==> config.mk <==
export PLATFORM = sky130hd
export DESIGN_NAME = fdg_back
export DESIGN_NICKNAME = d
export VERILOG_FILES = /design/src/rtl/fdg_pkg.sv /design/src/rtl/fdg_back.sv
export SDC_FILE = /design/constraint.sdc
export NUM_CORES = 1
export LEC_CHECK = 0
export BUFFER_PORTS_ARGS = -buffer_cell sky130_fd_sc_hd__clkbuf_2
export CAP_MARGIN = 40
export CORE_ASPECT_RATIO = 1.25
export CORE_MARGIN = 3
export CORE_UTILIZATION = 45
export CTS_BUF_LIST = sky130_fd_sc_hd__clkbuf_16
export CTS_CLUSTER_SIZE = 10
export DETAILED_ROUTE_END_ITERATION = 8
export PLACE_DENSITY = 0.73
export SLEW_MARGIN = 30
export SYNTH_ARGS = -nofsm -noshare
export SYNTH_HDL_FRONTEND = slang
export SYNTH_SLANG_ARGS = --single-unit
export TNS_END_PERCENT = 1
==> constraint.sdc <==
create_clock -name clk -period 7.9 [get_ports clk]
set_input_delay 1.58 -clock clk [delete_from_list [all_inputs] [get_ports clk]]
set_output_delay 1.58 -clock clk [all_outputs]
set_load 0.01 [all_outputs]
==> src/rtl/fdg_pkg.sv <==
// ----------------------------------------------------------------------------
// fdg_pkg
// Types and constants shared by the finite-difference gradient modules.
// ----------------------------------------------------------------------------
package fdg_pkg;

    // configuration port
    localparam int CFG_INDEX_BITS  = 2;
    localparam int CFG_DATA_BITS   = 16;
    localparam int FRAME_COLS_BITS = 11;
    localparam int FRAME_ROWS_BITS = 16;
    localparam int AXIS_BITS       = 2;

    localparam logic [CFG_INDEX_BITS-1:0] REG_FRAME_COLS  = 2'd0;
    localparam logic [CFG_INDEX_BITS-1:0] REG_FRAME_ROWS  = 2'd1;
    localparam logic [CFG_INDEX_BITS-1:0] REG_AXIS_SELECT = 2'd2;

    // axis select codes; the spare code acts as both
    localparam logic [AXIS_BITS-1:0] AXIS_VERTICAL   = 2'd0;
    localparam logic [AXIS_BITS-1:0] AXIS_HORIZONTAL = 2'd1;
    localparam logic [AXIS_BITS-1:0] AXIS_BOTH       = 2'd2;

    // reset values
    localparam int COLS_RESET = 1024;
    localparam logic [FRAME_ROWS_BITS-1:0] LAST_ROW_RESET = 16'd0;

    localparam int ROW_BITS = 16;

    // results
    localparam int OUT_BITS = 18;
    localparam logic signed [OUT_BITS-1:0] OUT_MAX = {1'b0, {(OUT_BITS-1){1'b1}}};
    localparam logic signed [OUT_BITS-1:0] OUT_MIN = {1'b1, {(OUT_BITS-1){1'b0}}};

    // decoupling queue, power of two
    localparam int QUEUE_DEPTH = 2;

    // how one gradient component is formed from its two operands
    typedef enum logic [1:0] {
        DIFF_ZERO,       // axis unselected or of length one
        DIFF_CENTRAL,    // hi - lo (already half-scaled by the fraction bit)
        DIFF_ONE_SIDED   // 2 * (hi - lo)
    } diff_mode_t;

    typedef struct packed {
        diff_mode_t v_mode;
        diff_mode_t h_mode;
        logic       frame_end;
    } fdg_ctrl_t;

endpackage

==> src/rtl/fdg_back.sv <==
// ----------------------------------------------------------------------------
// fdg_back
// Forms both differences, scales and saturates them, and holds the result.
// ----------------------------------------------------------------------------
module fdg_back #(
    parameter int SAMPLE_BITS = 16
) (
    input  logic                                  clk,
    input  logic                                  rst_n,
    input  logic                                  q_valid,
    output logic                                  q_pop,
    input  fdg_pkg::fdg_ctrl_t                    q_ctrl,
    input  logic signed [SAMPLE_BITS-1:0]         v_hi,
    input  logic signed [SAMPLE_BITS-1:0]         v_lo,
    input  logic signed [SAMPLE_BITS-1:0]         h_hi,
    input  logic signed [SAMPLE_BITS-1:0]         h_lo,
    output logic                                  grad_valid,
    input  logic                                  grad_stall,
    output logic signed [fdg_pkg::OUT_BITS-1:0]   grad_vertical,
    output logic signed [fdg_pkg::OUT_BITS-1:0]   grad_horizontal,
    output logic                                  frame_end
);

    localparam int DW = SAMPLE_BITS + 1;
    localparam int CW = (SAMPLE_BITS + 2 > fdg_pkg::OUT_BITS) ? SAMPLE_BITS + 2
                                                              : fdg_pkg::OUT_BITS;

    logic                                out_valid_reg;
    logic signed [fdg_pkg::OUT_BITS-1:0] gv_reg;
    logic signed [fdg_pkg::OUT_BITS-1:0] gh_reg;
    logic                                fe_reg;

    function automatic logic signed [fdg_pkg::OUT_BITS-1:0] scale_sat(
        input logic signed [SAMPLE_BITS-1:0] hi,
        input logic signed [SAMPLE_BITS-1:0] lo,
        input fdg_pkg::diff_mode_t           mode
    );
        logic signed [DW-1:0] d;
        logic signed [CW-1:0] s;
        logic signed [fdg_pkg::OUT_BITS-1:0] r;
        d = DW'(hi) - DW'(lo);
        case (mode)
            fdg_pkg::DIFF_CENTRAL:   s = CW'(d);
            fdg_pkg::DIFF_ONE_SIDED: s = CW'(d) <<< 1;
            default:                 s = '0;
        endcase
        if (s > CW'(fdg_pkg::OUT_MAX))
        begin
            r = fdg_pkg::OUT_MAX;
        end
        else if (s < CW'(fdg_pkg::OUT_MIN))
        begin
            r = fdg_pkg::OUT_MIN;
        end
        else
        begin
            r = fdg_pkg::OUT_BITS'(s);
        end
        return r;
    endfunction

    assign q_pop = q_valid && (!out_valid_reg || !grad_stall);

    always_ff @(posedge clk or negedge rst_n)
    begin
        if (!rst_n)
        begin
            out_valid_reg <= 1'b0;
        end
        else if (q_pop)
        begin
            out_valid_reg <= 1'b1;
        end
        else if (!grad_stall)
        begin
            out_valid_reg <= 1'b0;
        end
    end

    always_ff @(posedge clk)
    begin
        if (q_pop)
        begin
            gv_reg <= scale_sat(v_hi, v_lo, q_ctrl.v_mode);
            gh_reg <= scale_sat(h_hi, h_lo, q_ctrl.h_mode);
            fe_reg <= q_ctrl.frame_end;
        end
    end

    assign grad_valid      = out_valid_reg;
    assign grad_vertical   = gv_reg;
    assign grad_horizontal = gh_reg;
    assign frame_end       = fe_reg;

endmodule

# Word level (Yosys, flattened, before mapping)
# Index checks and enable logic that the tools add are counted.
# Widths: inputs -> output; s select.
dict set report word_totals {
  ff_bits 38
  in_bits 73
  output_inout_bits 39
  word_cells 27
}
dict set report classes {
  n_addsub 2
  order_cmp 4
  eq_ne 5
  n_mux 8
  n_reduce_logical 4
}
# operator n
set ops {}
lappend ops {{$mux 18} 4}
lappend ops {{$pmux 18 s2} 2}
lappend ops {{$gt 18x18->1 const B} 2}
lappend ops {{$lt 18x18->1 const B} 2}
lappend ops {{$sub 16x16->17} 2}
lappend ops {{$eq 2x1->1 const B} 2}
lappend ops {{$eq 2x2->1 const B} 2}
lappend ops {{$logic_not 1->1} 2}
lappend ops {{$mux 1} 2}
lappend ops {{$ne 2x2->1 const B} 1}
lappend ops {{$logic_and 1x1->1} 1}
lappend ops {{$logic_or 1x1->1} 1}

# Logic depth before layout (Yosys ltp)
dict set report logic_depth {
  depth_word 6
  ltp_mapped 10
  ltp_nobuf 10
}

# Worst setup path after synthesis
# Ideal clock, no wire load.
dict set report synth_path {
  path_type {input port to output port}
  start {input port q_valid}
  end {output port q_pop}
  t_arrival_ns 4.528
  t_required_ns 6.320
  slack_ns 1.792
  stages 1
  path_buffers 0
  path_cell_list {a21boi_0}
}
dict set report synth_via {
  elab_chain_cells 1
}
# item line
set synth_rtl {}
lappend synth_rtl {{start: declaration} fdg_back.sv:10} ;# input logic q_valid,
lappend synth_rtl {{$logic_and 1x1->1} fdg_back.sv:62} ;# assign q_pop = q_valid && (!out_valid_reg || !grad_stall);
lappend synth_rtl {{end: declaration} fdg_back.sv:11} ;# output logic q_pop,
# No other way between the ends.

# Final worst setup path
dict set report layout_path {
  start {input port grad_stall}
  end {output port q_pop}
}
dict set report layout_via {
  elab_chain_cells 3
}
# item line
set layout_rtl {}
lappend layout_rtl {{start: declaration} fdg_back.sv:18} ;# input logic grad_stall,
lappend layout_rtl {{$logic_not 1->1} --}
lappend layout_rtl {{$logic_or 1x1->1} fdg_back.sv:62}
lappend layout_rtl {{$logic_and 1x1->1} fdg_back.sv:62}
# No other way between the ends.

==> results.cfg <==
[yosys]
synth_edf_count = 37
synth_top_cell_by_area = edfxtp_1
synth-seq-cells = 38
synth_common_cells = inv_1, edfxtp_1, ha_1
async_flop_share_pct = 2.632
ys_warn_count = 0
synth-seq-area-share_pct = 34.20
syn_area_per_cell_um2 = 9.279
syn_area_mm2 = 0.003322
synthesis.nets = 469
synthDistinctLibCells = 56
syn_inst = 358
synth.most_common_cell = inv_1
ys_top_cells_by_area = edfxtp_1, ha_1, inv_1, xnor2_1, nor2_1
netlist.area_leader.share_pct = 33.45
synthFlopType = edfxtp_1

[timing]
min_period_ns = 4.051
worst_pin_slew_ns = 0.5775
skew_ns = 0.003656
clock.fmax_ghz = 0.2468
period_share_pct = 51.28
setup_slack_ns = 3.849
drv_slew = 0
final.setup.tns_ns = 0
hold_viol_final = 0
relSlewSlack_pct = 61.50
rsz0062_at_grt = false
final-setup-viol-count = 0

[setup_path]
crit_top_cell = clkbuf_2
cp-start-kind = primary input
crit_type = in2out
r2r_slack_ns = 6.57
end_kind = output pin
slowest_stage = buf_4
arrival_ns = 2.47
critPathTopFamily = buffers and inverters
path_max_fanout = 38
r2r_cells = 2
crit_buf_inv = 3
reg2reg_from = grad_valid$_DFFE_PN0P_
max_stage_delay_ns = 0.42
worstPathRequired_ns = 6.32
path_cells = clkbuf_2 > a21boi_4 > buf_4 > clkbuf_2
rr_endpoint = grad_horizontal[16]$_SDFFCE_PN1P_

[detailed_routing]
firstDrtPassIters = 4
wirelength_um = 7259
vias = 3000
routedWlPerCell_um = 13.06
drcViolationCount = 0
avgViaCountPerCell = 5.396
drt_iter0_markers = 110
final_antenna_net_count = 0

[grt]
grt_util_all_layers_pct = 17.15
grt_pass1_vias = 2759
grt_pass1_wl_um = 12050
grt_start_max_net_pins = 39
grt_overflow = 0
antenna_found_initial = 0

[cells_and_area]
final_cells = 556
fillers = 646
layout.nets = 576
diodes = 0
fin_area_mm2 = 0.004089
syn_to_final_growth_pct = 23.09
layout-drive-gt1-share_pct = 27.90

[worst_hold_path]
hold_depth = 1
min_to = grad_valid$_DFFE_PN0P_
hp-class = reg2reg
hp-start = grad_valid$_DFFE_PN0P_

[clock_tree]
ctsResizeCount = 0
h-tree-depth = 2
clk_latency_ns = 0.27
tritoncts = done
cts-buffers-inserted = 5
cts.path.max_buffers = 2
ctsHoldBuffers = 0
clock_sinks = 38
clkSlewWorstSetupHoldPaths_ns = 0.05
cts_root_buffer = clkbuf_16
cts_setup_buffers = 0

[placed_design]
postPlaceCellArea_mm2 = 0.003951
gp_congestion = 0.8971
portBuffers = 111
place_ws_ns = 3.834
dp_cells = 548
dp_hpwl_um = 6125

[pwr]
peakVddDrop_mv = 0.1107
leakage_nw = 1.958
power_mw = 0.6532
power_density_mw_per_mm2 = 159.7

[die]
die_y_um = 102.1
rows = 34
start_util_pct = 47.04
core_mm2 = 0.007062
dieWidth_um = 82.85
ios = 112
die_area_mm2 = 0.008456

[status]
run_status = completed

[flow_run]
cap_violations = 0
-- routing by layer --
layer	routed length, um	part of all wire (%)	track usage [%]	vias to the layer above
met3	479	6.6	3.952	14
met1	2820	39	18.48	1351
met4	147	2.0	6.038	0
met2	3812	53	32.96	122
li1	-	-	-	1513
met5	0	0	0	-
-- cells by family (layout without fill, tap and decap cells) --
| logic type | Yosys count | in the layout | share of synthesized area [%] |
|---|---|---|---|
| DFF | 38 | 38 | 34.20 |
| AOI/OAI and AO/OA | 106 | 106 | 24.07 |
| adders and majority gates | 38 | 38 | 14.76 |
| and+or+nand+nor | 90 | 90 | 13.11 |
| buffers and inverters | 61 | 169 | 7.269 |
| xor gates and xnor gates | 25 | 25 | 6.591 |
-- cells in the final DEF, fill, tap and decap left out, drive strengths merged, types with 4 or more instances in the layout --
| cell type | count |
|---|---|
| a211oi | 5 |
| a21oi | 17 |
| xnor2 | 17 |
| clkbuf | 116 |
| inv | 50 |
| nor2b | 8 |
| nand2b | 10 |
| o21ai | 12 |
| edfxtp | 37 |
| xor2 | 8 |
| nand3 | 4 |
| a2bb2oi | 4 |
| ha | 36 |
| nand2 | 16 |
| nor2 | 35 |
| a21o | 7 |
| a22oi | 12 |
| o22ai | 12 |
| a31oi | 6 |
| nor3 | 5 |
| o21a | 6 |
-- worst register-to-register path, stage by stage, from the launching register on --
cell	delay, ns
dfrtp_1	0.42
a21boi_4	0.13
buf_4	0.42
-- flip-flops by register name, summed over array words and instances (netlist names) --
register and cells:
grad_valid 1, frame_end 1, grad_horizontal 18, grad_vertical 18
-- metrics by stage --
step,hold slack (ns),util (%)
detailed placement,0.5631,55.95
global placement,0.5398,55.95
global route,0.5907,57.90
finish,0.5671,57.90
floorplan,0.5319,-
CTS,0.5743,57.90
-- cell type report --
type	count	area (um^2)	area share [%]
Multi-Input combinational cell	259	1956	47.83
Sequential cell	38	1136	27.78
Timing Repair Buffer	112	563.0	13.77
Inverter	49	183.9	4.498
Clock buffer	5	125.1	3.060
Tap cell	90	112.6	2.754
Clock inverter	3	12.51	0.3060
-- worst max-delay path by stage --
stage,cells past startpoint,to,from
floorplan,1,q_pop,q_valid
global placement,4,q_pop,grad_stall
detailed placement,4,q_pop,grad_stall
CTS,4,q_pop,grad_stall
global route,4,q_pop,grad_stall
finish,4,q_pop,grad_stall
-- power by group --
group | internal (mW) | switching [mW] | total [mW]
Sequential | 0.241 | 0.00481 | 0.246
Combinational | 0.0991 | 0.127 | 0.226
Clock | 0.114 | 0.0676 | 0.181
No activity file was read; power rests on OpenSTA's default activity.
