## config.mk

```make
export PLATFORM = sky130hd
export DESIGN_NAME = fdg_queue
export DESIGN_NICKNAME = d
export VERILOG_FILES = /design/src/rtl/fdg_pkg.sv /design/src/rtl/fdg_queue.sv
export SDC_FILE = /design/constraint.sdc
export NUM_CORES = 1
export LEC_CHECK = 0
export BUFFER_PORTS_ARGS = -buffer_cell sky130_fd_sc_hd__buf_4
export CAP_MARGIN = 20
export CORE_MARGIN = 2
export CORE_UTILIZATION = 52
export DETAILED_ROUTE_END_ITERATION = 8
export HOLD_SLACK_MARGIN = 0.03
export PLACE_DENSITY = 0.76
export SYNTH_ARGS = -nofsm -noshare
export SYNTH_HDL_FRONTEND = slang
export SYNTH_SLANG_ARGS = --single-unit
```

## constraint.sdc

```tcl
create_clock -name clk -period 5.54 [get_ports clk]
set_input_delay 0.554 -clock clk [delete_from_list [all_inputs] [get_ports clk]]
set_output_delay 0.554 -clock clk [all_outputs]
set_load 0.03 [all_outputs]
```

## src/rtl/fdg_pkg.sv

```systemverilog
// ----------------------------------------------------------------------------
// fdg_pkg
// Types and constants shared by the finite-difference gradient modules.
// ----------------------------------------------------------------------------
package fdg_pkg;

    // configuration port
    localparam int CFG_INDEX_BITS  = 2;
    localparam int CFG_DATA_BITS   = 16;
    localparam int FRAME_COLS_BITS = 11;
    localparam int FRAME_ROWS_BITS = 16;
    localparam int AXIS_BITS       = 2;

    localparam logic [CFG_INDEX_BITS-1:0] REG_FRAME_COLS  = 2'd0;
    localparam logic [CFG_INDEX_BITS-1:0] REG_FRAME_ROWS  = 2'd1;
    localparam logic [CFG_INDEX_BITS-1:0] REG_AXIS_SELECT = 2'd2;

    // axis select codes; the spare code acts as both
    localparam logic [AXIS_BITS-1:0] AXIS_VERTICAL   = 2'd0;
    localparam logic [AXIS_BITS-1:0] AXIS_HORIZONTAL = 2'd1;
    localparam logic [AXIS_BITS-1:0] AXIS_BOTH       = 2'd2;

    // reset values
    localparam int COLS_RESET = 1024;
    localparam logic [FRAME_ROWS_BITS-1:0] LAST_ROW_RESET = 16'd0;

    localparam int ROW_BITS = 16;

    // results
    localparam int OUT_BITS = 18;
    localparam logic signed [OUT_BITS-1:0] OUT_MAX = {1'b0, {(OUT_BITS-1){1'b1}}};
    localparam logic signed [OUT_BITS-1:0] OUT_MIN = {1'b1, {(OUT_BITS-1){1'b0}}};

    // decoupling queue, power of two
    localparam int QUEUE_DEPTH = 2;

    // how one gradient component is formed from its two operands
    typedef enum logic [1:0] {
        DIFF_ZERO,       // axis unselected or of length one
        DIFF_CENTRAL,    // hi - lo (already half-scaled by the fraction bit)
        DIFF_ONE_SIDED   // 2 * (hi - lo)
    } diff_mode_t;

    typedef struct packed {
        diff_mode_t v_mode;
        diff_mode_t h_mode;
        logic       frame_end;
    } fdg_ctrl_t;

endpackage

```

## src/rtl/fdg_queue.sv

```systemverilog
// ----------------------------------------------------------------------------
// fdg_queue
// Short FIFO between the front and the back.
// ----------------------------------------------------------------------------
module fdg_queue #(
    parameter int DATA_BITS = 72
) (
    input  logic                 clk,
    input  logic                 rst_n,
    input  logic                 push,
    input  logic [DATA_BITS-1:0] push_data,
    output logic                 full,
    input  logic                 pop,
    output logic [DATA_BITS-1:0] pop_data,
    output logic                 not_empty
);

    localparam int PW = (fdg_pkg::QUEUE_DEPTH > 1) ? $clog2(fdg_pkg::QUEUE_DEPTH) : 1;

    logic [DATA_BITS-1:0] slot_reg [fdg_pkg::QUEUE_DEPTH];
    logic [PW-1:0]        wr_ptr_reg, wr_ptr_next;
    logic [PW-1:0]        rd_ptr_reg, rd_ptr_next;
    logic [PW:0]          count_reg, count_next;

    assign full      = (count_reg == (PW+1)'(fdg_pkg::QUEUE_DEPTH));
    assign not_empty = (count_reg != '0);
    assign pop_data  = slot_reg[rd_ptr_reg];

    always_comb
    begin
        wr_ptr_next = push ? wr_ptr_reg + PW'(1) : wr_ptr_reg;
        rd_ptr_next = pop  ? rd_ptr_reg + PW'(1) : rd_ptr_reg;
        count_next  = count_reg;
        if (push && !pop)
        begin
            count_next = count_reg + (PW+1)'(1);
        end
        else if (pop && !push)
        begin
            count_next = count_reg - (PW+1)'(1);
        end
    end

    always_ff @(posedge clk or negedge rst_n)
    begin
        if (!rst_n)
        begin
            wr_ptr_reg <= '0;
            rd_ptr_reg <= '0;
            count_reg  <= '0;
        end
        else
        begin
            wr_ptr_reg <= wr_ptr_next;
            rd_ptr_reg <= rd_ptr_next;
            count_reg  <= count_next;
        end
    end

    always_ff @(posedge clk)
    begin
        if (push)
        begin
            slot_reg[wr_ptr_reg] <= push_data;
        end
    end

endmodule

```

Word-level counts from Yosys, hierarchy flattened
Memory sizes are Yosys's and may differ from the RTL's.
Cells that the tools add are included.

operators by class
  $add $sub $neg = 4
  multipliers = 0
  div/mod/pow operators = 0
  $lt $le $gt $ge = 0
  equal/unequal tests = 1
  shift-type cells = 0
  mux-type cells = 4
  bitwise operators = 0
  reductions and logical operators = 6

operators by type and width
  kind                                                                number
  2-bit two-way mux                                                   2
  2-bit nonzero test                                                  2
  1-bit adder, second input constant                                  2
  2-bit by 1-bit adder with 2-bit output, second input constant       1
  2-bit equality test, second input constant                          1
  1-bit logical AND                                                   2
  1-bit logical NOT                                                   2
  1-bit two-way mux                                                   2
  2-bit by 1-bit subtractor with 2-bit output, second input constant  1

word-level totals
  flip-flop bits (word level) = 4
  bits in latches = 0
  memory bits (writable) = 144
  memory bits (read-only) = 0
  bits of input ports = 76
  output and inout bits = 74
  logic and storage cells = 19
  memories kept = 1

memory list
  memory    words  width  read ports  clocked after memory_dff  write ports  line             source
  slot_reg  2      72     1           0                         1            fdg_queue.sv:20  logic [DATA_BITS-1:0] slot_reg [fdg_pkg::QUEUE_DEPTH];

Longest topological paths before layout
Gate-level depths: netlist (run 1).

  word-level depth = 4
  gate-level depth with buffers = 5
  mapped depth without buffers = 5

Worst setup path before layout (run 1)
No wires, ideal clock.

  path type = input -> register
  start = input push
  end = memory slot_reg[0][0], enable pin
  arrival time = 3710 ps
  required time = 5029 ps
  path slack = 1319 ps
  cell stages on the path = 1
  buffers on the path = 0
  cells stage by stage = nor2b_1

on the way
  longest elaborated chain between the ends = 2

ends and longest elaborated chain
  what                                     line             source
  from (decl)                              fdg_queue.sv:10  input logic push,
  1-bit two-way mux                        fdg_queue.sv:62  if (push)
  1-bit two-way mux (implied by the code)  fdg_queue.sv:64  slot_reg[wr_ptr_reg] <= push_data;
  to (decl)                                fdg_queue.sv:20

Every way passes these cells.

Final worst setup path (run 1)
  start = register rd_ptr_reg
  end = output pop_data[7]

on the way
  longest elaborated chain between the ends = 1

ends and longest elaborated chain
  what                    line             source
  from (decl)             fdg_queue.sv:22  logic [PW-1:0] rd_ptr_reg, rd_ptr_next;
  from (signal assigned)  fdg_queue.sv:55  rd_ptr_reg <= rd_ptr_next;
  memory read 2 x 72 bit  -
  to (decl)               fdg_queue.sv:14  output logic [DATA_BITS-1:0] pop_data,

Every way passes these cells.

==> impl_metrics.toml, run 1 <==
[synthesis]
synth.avg_cell_area_um2 = 23.9
synth_top_cell_area_share_pct = 75.4
yosysUniqueCellTypes = 14
synth-seq-cells = 148
yosysSeqAreaShare_pct = 77.2
synth_fp_nets = 317
syn_area_um2 = 5730
yosysWarnings = 0
synth_area_leaders = "edfxtp_1 (75%), mux2_4 (18%), buf_12 (2.4%)"
syn_inst = 240
yosysTopAreaCell = "edfxtp_1"

[setup_path]
critPathKind = "reg -> out"
worstPathMaxFanout = 45
critPathLaunchType = "flop"
cp-end-kind = "output pin"
crit_required_ns = 4.99
cp.arrival_ns = 2.59

[floorplan]
coreArea_um2 = 10800
row_count = 38
ios = 150
fp.dieW_um = 109
start_util_pct = 53.1
fp.dieH_um = 109
dieArea_um2 = 11900

[timing]
tightest_slew_ns = 0.988
finalCritPeriodShare_pct = 56.8
finalMaxSlewViolations = 0
fin_tns_setup_ns = 0
rsz0062_at_grt = "no"
slew_headroom_pct = 34.2
hold_viol = 0
period_minus_slack_ns = 3.15
finClkSkew_ns = 0.00504
whs_ns = 0.216
setup_viol = 0
max_freq_mhz = 318

[cts]
cts_resized = 0
cts.sinks = 148
numCtsBuffers = 17
clk_latency_ns = 0.52
path_clk_slew_ns = 0.06
cts_htree_levels = 4
cts_buffer_depth = 2
cts_tree = "built"
root_buffer = "clkbuf_8"

[hold_path]
min_path_type = "in -> reg"

[detailed_routing]
wirelength_mm = 9.60
drc_errors = 0
first_iter_violations = 100
vias = 2710
ant_nets = 0
via_per_inst = 4.87
wl_per_cell_um = 17.2
drtPass1Iterations = 4

[cells_and_area]
diodes = 0
fillers = 687
multi_input_area_um2 = 1160
drive_gt1_share_pct = 60.9
final_nets = 481
largest_reg_flops = 144
seq_area_um2 = 4430
syn_to_final_growth_pct = 32.0

[global_route]
grt_start_max_net_pins = 73
grt_pass1_vias = 2811
grt_pass1_wl_mm = 14.1
grt_use_total_pct = 16.8
antenna_found_initial = 0
grt_overflow = 0

[placement]
gp_congestion = 0.713
dp_hpwl_mm = 6.22
io_buffers = 149

[status]
status = "complete, no violations"

[power_and_ir_drop]
p_leak_nw = 3.07
powerDensity_nw_per_um2 = 581
ir_drop_v = 0.000285

[run]
drv_cap = 0
## metrics by stage
step | setup WS (ns) | util, % | power [mW] | area [um^2] | instances
4_1_cts | 2.30 | 70.1 | 4.44 | 7570 | 557
3_5_place_dp | 2.86 | 64.2 | 3.22 | 6930 | 524
5_1_grt | 2.26 | 70.1 | 4.56 | 7570 | 557
2_1_floorplan | 1.32 | - | 2.82 | 5730 | 240
6_report | 2.39 | 70.1 | 4.40 | 7570 | 557
3_3_place_gp | 2.88 | 64.0 | 3.19 | 6910 | 523
## final cells by class
class	count	area share [%]
multi-input combinational	83	15.4
clock inverter	12	2.76
inverter	1	0.0496
clock buffer	20	5.62
tap	140	2.31
sequential	148	58.5
timing repair buffer	153	15.4
## Yosys cell counts
cell type,n
and2_1,1
buf_12,7
buf_6,1
dfrtp_1,4
edfxtp_1,144
ha_1,1
inv_1,1
mux2_2,3
mux2_4,69
nor2_1,1
nor2b_1,2
or2_2,1
xnor2_1,1
xor2_1,4
## what timing repair did
action / in CTS / in global routing
buffers inserted: 0 / 0
endpoints found under the hold margin: 4 / 0
hold buffers: 1 / 0
## layout by cell type (no fill, tap or decap)
master         count
clkinvlp_4         1
clkinv_2           2
bufinv_16          6
clkinv_1           3
nor2_1             1
clkbuf_1           3
ha_1               1
inv_1              1
mux2_2             3
xor2_1             4
nor2b_1            1
mux2_4            69
nor2b_4            1
dlygate4sd3_1      1
dfrtp_4            1
or2_2              1
clkbuf_16         16
clkbuf_8           1
xnor2_1            1
buf_12             1
edfxtp_1         144
dfrtp_1            3
buf_4            151
and2_4             1
## worst max-delay path, cell delays in order (launching register included)
cell and delay, ns:
dfrtp_4 0.94, buf_4 0.61, mux2_4 0.35, buf_4 0.17
## final timing paths
| kind | startpoint | endpoint | slack, ns | cells after the start |
|---|---|---|---|---|
| worst max register to register | wr_ptr_reg | slot_reg[1][18] | 3.85 | 1 |
| worst max-delay path | rd_ptr_reg | pop_data[7] | 2.39 | 3 |
| max in group asynchronous | rst_n | rd_ptr_reg | 5.05 | 2 |
| worst min-delay path | push_data[23] | slot_reg[1][23] | 0.22 | 1 |
| worst min register to register | count_reg[1] | count_reg[1] | 0.50 | 1 |
| min in group asynchronous | rst_n | count_reg[0] | 0.37 | 2 |
## power breakdown
group / internal, mW / switching, mW / total (mW) / leakage (nW)
sequential: 1.49 / 0.147 / 1.64 / 1.40
combinational: 0.719 / 0.823 / 1.54 / 1.37
clock: 0.815 / 0.406 / 1.22 / 0.305
## cell families after synthesis
kind of cell / Yosys count / share of synthesized area (%)
simple gates: 5 / 0.502
buf+inv: 9 / 2.71
xor+xnor: 5 / 0.764
mux: 72 / 18.7
fa+ha+maj: 1 / 0.218
flops: 148 / 77.2
## layer usage
layer / GRT usage [%] / routed length (um)
met5: 0 / 0
met4: 9.34 / 215
met3: 5.32 / 669
met2: 28.2 / 5040
met1: 19.1 / 3680
Note: power is estimated with default switching activity, not from simulation.
==> inputs of run 2 (changes only) <==
Clock period 5.54 ns to 2.9 ns, I/O delays scaled along.
==> impl_metrics.toml, run 2 (synthesis results as in run 1) <==
[power_and_ir_drop]
ir_drop_v = 0.000697
p_leak_nw = 3.38
power.share.clock_pct = 25.3
powerDensity_nw_per_um2 = 1010
p_seq_share_pct = 36.2
p_sw_share_pct = 32.8
p_switching_mw = 2.74
p_int_mw = 5.60
combPwrFrac_pct = 38.5

[placement]
pre_cts_ws_ns = 1.13
dp.cells = 529
io_buffers = 149
gp_congestion = 0.764
dp_hpwl_mm = 6.65

[detailed_routing]
wl_per_cell_um = 17.5
ant_nets = 0
via_per_inst = 4.80
wirelength_mm = 11.1
vias = 3055
drc_errors = 0
first_iter_violations = 140
drtPass1Iterations = 4

[setup_path]
r2r_end = "slot_reg[1][58]"
worstPathMaxFanout = 16
r2r-start = "wr_ptr_reg"
cp.arrival_ns = 2.00
critPathLaunchType = "flop"
cp.depth = 3
ff2ff_setup_slack_ns = 1.16
crit_start = "rd_ptr_reg"
crit_required_ns = 2.61
endpoint = "pop_data[3]"
critPathKind = "reg -> out"
path_buf_inv = 2
critPathSlowestCell = "dfrtp_4"
cpMostUsedCell = "buf_4"
path_cells = "buf_4 -> mux2_4 -> buf_4"
reg2regPathDepth = 2
cp-end-kind = "output pin"
max_stage_delay_ns = 0.60
path_delay_family = "flip-flops"

[timing]
slew_headroom_pct = 59.8
max_freq_mhz = 436
worst_slack_ns = 0.609
setup_viol = 0
fin_tns_setup_ns = 0
period_minus_slack_ns = 2.29
finalCritPeriodShare_pct = 79.0
whs_ns = 0.125
tightest_slew_ns = 0.603
finalMaxSlewViolations = 0
hold_viol = 0
finClkSkew_ns = 0.0107
rsz0062_at_grt = "no"

[cells_and_area]
syn_to_final_growth_pct = 44.7
final_common_cell = "buf_4"
fillers = 598
seq_area_um2 = 4430
final_cell_mix = "buf_4 (156), edfxtp_1 (144), dlygate4sd3_1 (75)"
drive_gt1_share_pct = 53.4
diodes = 0
final_nets = 560
largest_reg_flops = 144
multi_input_area_um2 = 1160
final_cells = 636

[floorplan]
ios = 150
row_count = 38
coreArea_um2 = 10800
dieArea_um2 = 11900
fp.dieH_um = 109
start_util_pct = 53.1
fp.dieW_um = 109

[global_route]
grt_overflow = 0
grt_pass1_wl_mm = 16.8
grt_use_total_pct = 19.7
antenna_found_initial = 0
grt_pass1_vias = 3344
grt_start_max_net_pins = 43

[cts]
numCtsBuffers = 17
cts_buffer_depth = 2
cts_htree_levels = 4
path_clk_slew_ns = 0.06
clk_latency_ns = 0.51
cts_setup_buffers = 0
ctsHoldBuffers = 75
cts_tree = "built"
root_buffer = "clkbuf_8"
cts_resized = 0
cts.sinks = 148

[hold_path]
min_path_type = "in -> async"

[run]
drv_cap = 0

[status]
status = "complete, no violations"
[run 2: cell count changes in the layout (fill, tap and decap cells not counted)]
cell | before | now
dlygate4sd3_1 | 1 | 75
clkinv_2 | 2 | 4
bufinv_16 | 6 | 2
clkbuf_8 | 1 | 4
buf_4 | 151 | 156
clkbuf_1 | 3 | 0
clkinv_1 | 3 | 0
inv_6 | 0 | 2
clkinvlp_4 | 1 | 4
[run 2: worst min path at each step]
stage | end | slack, ns | cells past startpoint
after floorplan | count_reg[0] | -0.006 | 0
after global placement | count_reg[1] | 0.09 | 1
after detailed placement | count_reg[0] | 0.09 | 1
after CTS | count_reg[0] | 0.08 | 2
after global routing | wr_ptr_reg | 0.09 | 2
final | count_reg[0] | 0.12 | 2
[run 2: area by class of cell]
class                      count  share of cell area (%)
sequential                   148                    53.4
multi-input combinational     83                    14.0
clock inverter                12                    1.54
timing repair buffer         232                    23.4
clock buffer                  20                    5.49
inverter                       1                  0.0452
tap                          140                    2.11
[run 2: stage by stage]
stage	utilization [%]	power, mW	area (um^2)
2_1_floorplan	-	5.38	5740
3_3_place_gp	64.5	6.15	6960
3_5_place_dp	64.5	6.21	6960
4_1_cts	76.9	8.39	8300
5_1_grt	76.9	8.66	8300
6_report	76.9	8.34	8300
[run 2: routing by layer]
| layer | share of wire [%] | vias up | global-route usage (%) |
|---|---|---|---|
| li1 | - | 1429 | - |
| met1 | 41 | 1515 | 23.5 |
| met2 | 53 | 100 | 33.6 |
| met3 | 5.0 | 11 | 6.87 |
| met4 | 1.3 | 0 | 6.59 |
| met5 | 0 | - | 0 |
[run 2: power groups by stage]
stage               clock [mW]  sequential [mW]  combinational, mW
floorplan                    0             2.99               2.39
global placement             0             3.03               3.12
detailed placement           0             3.06               3.15
CTS                       2.14             3.02               3.24
global route              2.24             3.06               3.36
finish                    2.11             3.02               3.21
==> inputs of run 3 (changes only) <==
Settings changed: ABC_AREA set to 1.
Clock period 2.9 ns to 2.4 ns, I/O delays scaled along.
==> impl_metrics.toml, run 3 <==
[placement]
placed_area_um2 = 7020
dp.cells = 538
io_buffers = 149
gp_congestion = 0.732
pre_cts_ws_ns = 0.695
dp_hpwl_mm = 6.73

[global_route]
antenna_found_initial = 0
grt_start_max_net_pins = 43
grt_pass1_vias = 3304
grt_pass1_wl_mm = 16.7
grt_use_total_pct = 19.5
grt_overflow = 0

[timing]
finalMaxSlewViolations = 0
fin_tns_setup_ns = 0
max_freq_mhz = 447
whs_ns = 0.444
slew_headroom_pct = 64.4
finalCritPeriodShare_pct = 93.1
worst_slack_ns = 0.165
tightest_slew_ns = 0.532
hold_viol = 0
rsz0062_at_grt = "no"
setup_viol = 0
finClkSkew_ns = 0.00642
period_minus_slack_ns = 2.24

[detailed_routing]
drc_errors = 0
ant_nets = 0
first_iter_violations = 97
drtPass1Iterations = 4
wirelength_mm = 11.3
via_per_inst = 4.81
wl_per_cell_um = 17.5
vias = 3108

[cts]
cts_buffer_depth = 2
cts_resized = 0
cts.sinks = 148
clk_latency_ns = 0.52
cts_tree = "built"
root_buffer = "clkbuf_8"
path_clk_slew_ns = 0.06
cts_htree_levels = 4
numCtsBuffers = 17

[synthesis]
syn_area_um2 = 5750
synth_area_leaders = "edfxtp_1 (75%), mux2_4 (18%), buf_12 (2.4%)"
async_reset_ff_share_pct = 2.70
yosysUniqueCellTypes = 14
synth_fp_nets = 326
synth_flop_cell = "edfxtp_1"
synth_commonest_cells = "edfxtp_1 (144), mux2_4 (69), buf_12 (7), inv_1 (7), nand2_1 (6)"
synth-seq-cells = 148
synth-edff-count = 144
yosysTopAreaCell = "edfxtp_1"
syn_inst = 249
yosysSeqAreaShare_pct = 76.9
yosysWarnings = 0
synth.most_common_cell = "edfxtp_1"
synth.avg_cell_area_um2 = 23.1
synth_top_cell_area_share_pct = 75.2

[setup_path]
path_cells = "buf_4 -> mux2_4 -> buf_4"
max_stage_delay_ns = 0.66
cpMostUsedCell = "buf_4"
crit_required_ns = 2.16
critPathSlowestCell = "dfrtp_4"
cp-end-kind = "output pin"
path_buf_inv = 2
cp.arrival_ns = 2.00
critPathKind = "reg -> out"
worstPathMaxFanout = 19
critPathLaunchType = "flop"
path_delay_family = "flip-flops"

[floorplan]
dieArea_um2 = 11900
row_count = 38
start_util_pct = 53.3
coreArea_um2 = 10800
fp.dieW_um = 109
ios = 150
fp.dieH_um = 109

[cells_and_area]
largest_reg_flops = 144
syn_to_final_growth_pct = 46.7
final_util_pct = 78.2
diodes = 0
fin_area_um2 = 8440
final_cells = 646
final_cell_mix = "buf_4 (153), edfxtp_1 (144), dlygate4sd3_1 (76)"
drive_gt1_share_pct = 51.8
final_common_cell = "buf_4"
final_nets = 570

[power_and_ir_drop]
p_sw_share_pct = 31.5
ir_drop_v = 0.000848
p_seq_share_pct = 35.0
power.share.clock_pct = 27.5
p_leak_nw = 3.46
powerDensity_nw_per_um2 = 1240
combPwrFrac_pct = 37.4
p_int_mw = 7.18
p_switching_mw = 3.30
finalPower_mw = 10.5

[run]
drv_cap = 0

[status]
status = "complete, no violations"

[hold_path]
min_path_type = "in -> reg"
## run 3: power by group through the flow
stage	clock [mW]	sequential [mW]	combinational, mW
after floorplan	0	3.60	2.90
after global placement	0	3.68	3.80
after detailed placement	0	3.71	3.83
after CTS	2.91	3.66	3.95
after global routing	3.02	3.71	4.11
final	2.89	3.67	3.92
## run 3: metal layers
| layer | part of all wire [%] | global-route usage [%] |
|---|---|---|
| met5 | 0 | 0 |
| met2 | 53 | 33.6 |
| met4 | 3.0 | 10.9 |
| met1 | 38 | 22.2 |
| met3 | 5.2 | 4.66 |
## run 3: worst register-to-register path, delay by kind of cell (launching register included)
| family | cells | cell delay, ns |
|---|---|---|
| buffers and inverters | 1 | 0.32 |
| DFF | 1 | 0.43 |
| and+or+nand+nor | 1 | 0.46 |
## run 3: worst paths after layout
kind                       cells past startpoint               to  slack (ns)     startpoint
min reg2reg                                    2     count_reg[1]        0.49   count_reg[1]
min in group asynchronous                      3     count_reg[1]        0.62          rst_n
max in group asynchronous                      3       rd_ptr_reg        1.57          rst_n
max                                            3     pop_data[24]        0.16     rd_ptr_reg
min                                            2  slot_reg[0][16]        0.44  push_data[16]
max reg2reg                                    2  slot_reg[0][58]        0.85     wr_ptr_reg
## run 3: timing repair
action,4_1_cts,5_1_grt
setup buffers,0,0
hold endpoints to repair,150,0
hold buffers,76,0
## run 3: area by class of cell
type | instances | area, um^2
clock buffers | 24 | 490
clock inverters | 8 | 170
repair buffers | 233 | 1990
fillers | 572 | 2360
well taps | 140 | 175
flip-flops and latches | 148 | 4430
multi-input cells | 86 | 1160
inverters | 7 | 26.3
## run 3: logic make-up after synthesis
kind of cell  count (synthesis)  synth area share (%)
xor+xnor                      3                 0.457
fa+ha+maj                     1                 0.217
buf+inv                      15                  3.09
flops                       148                  76.9
mux                          72                  18.6
simple gates                 10                 0.718
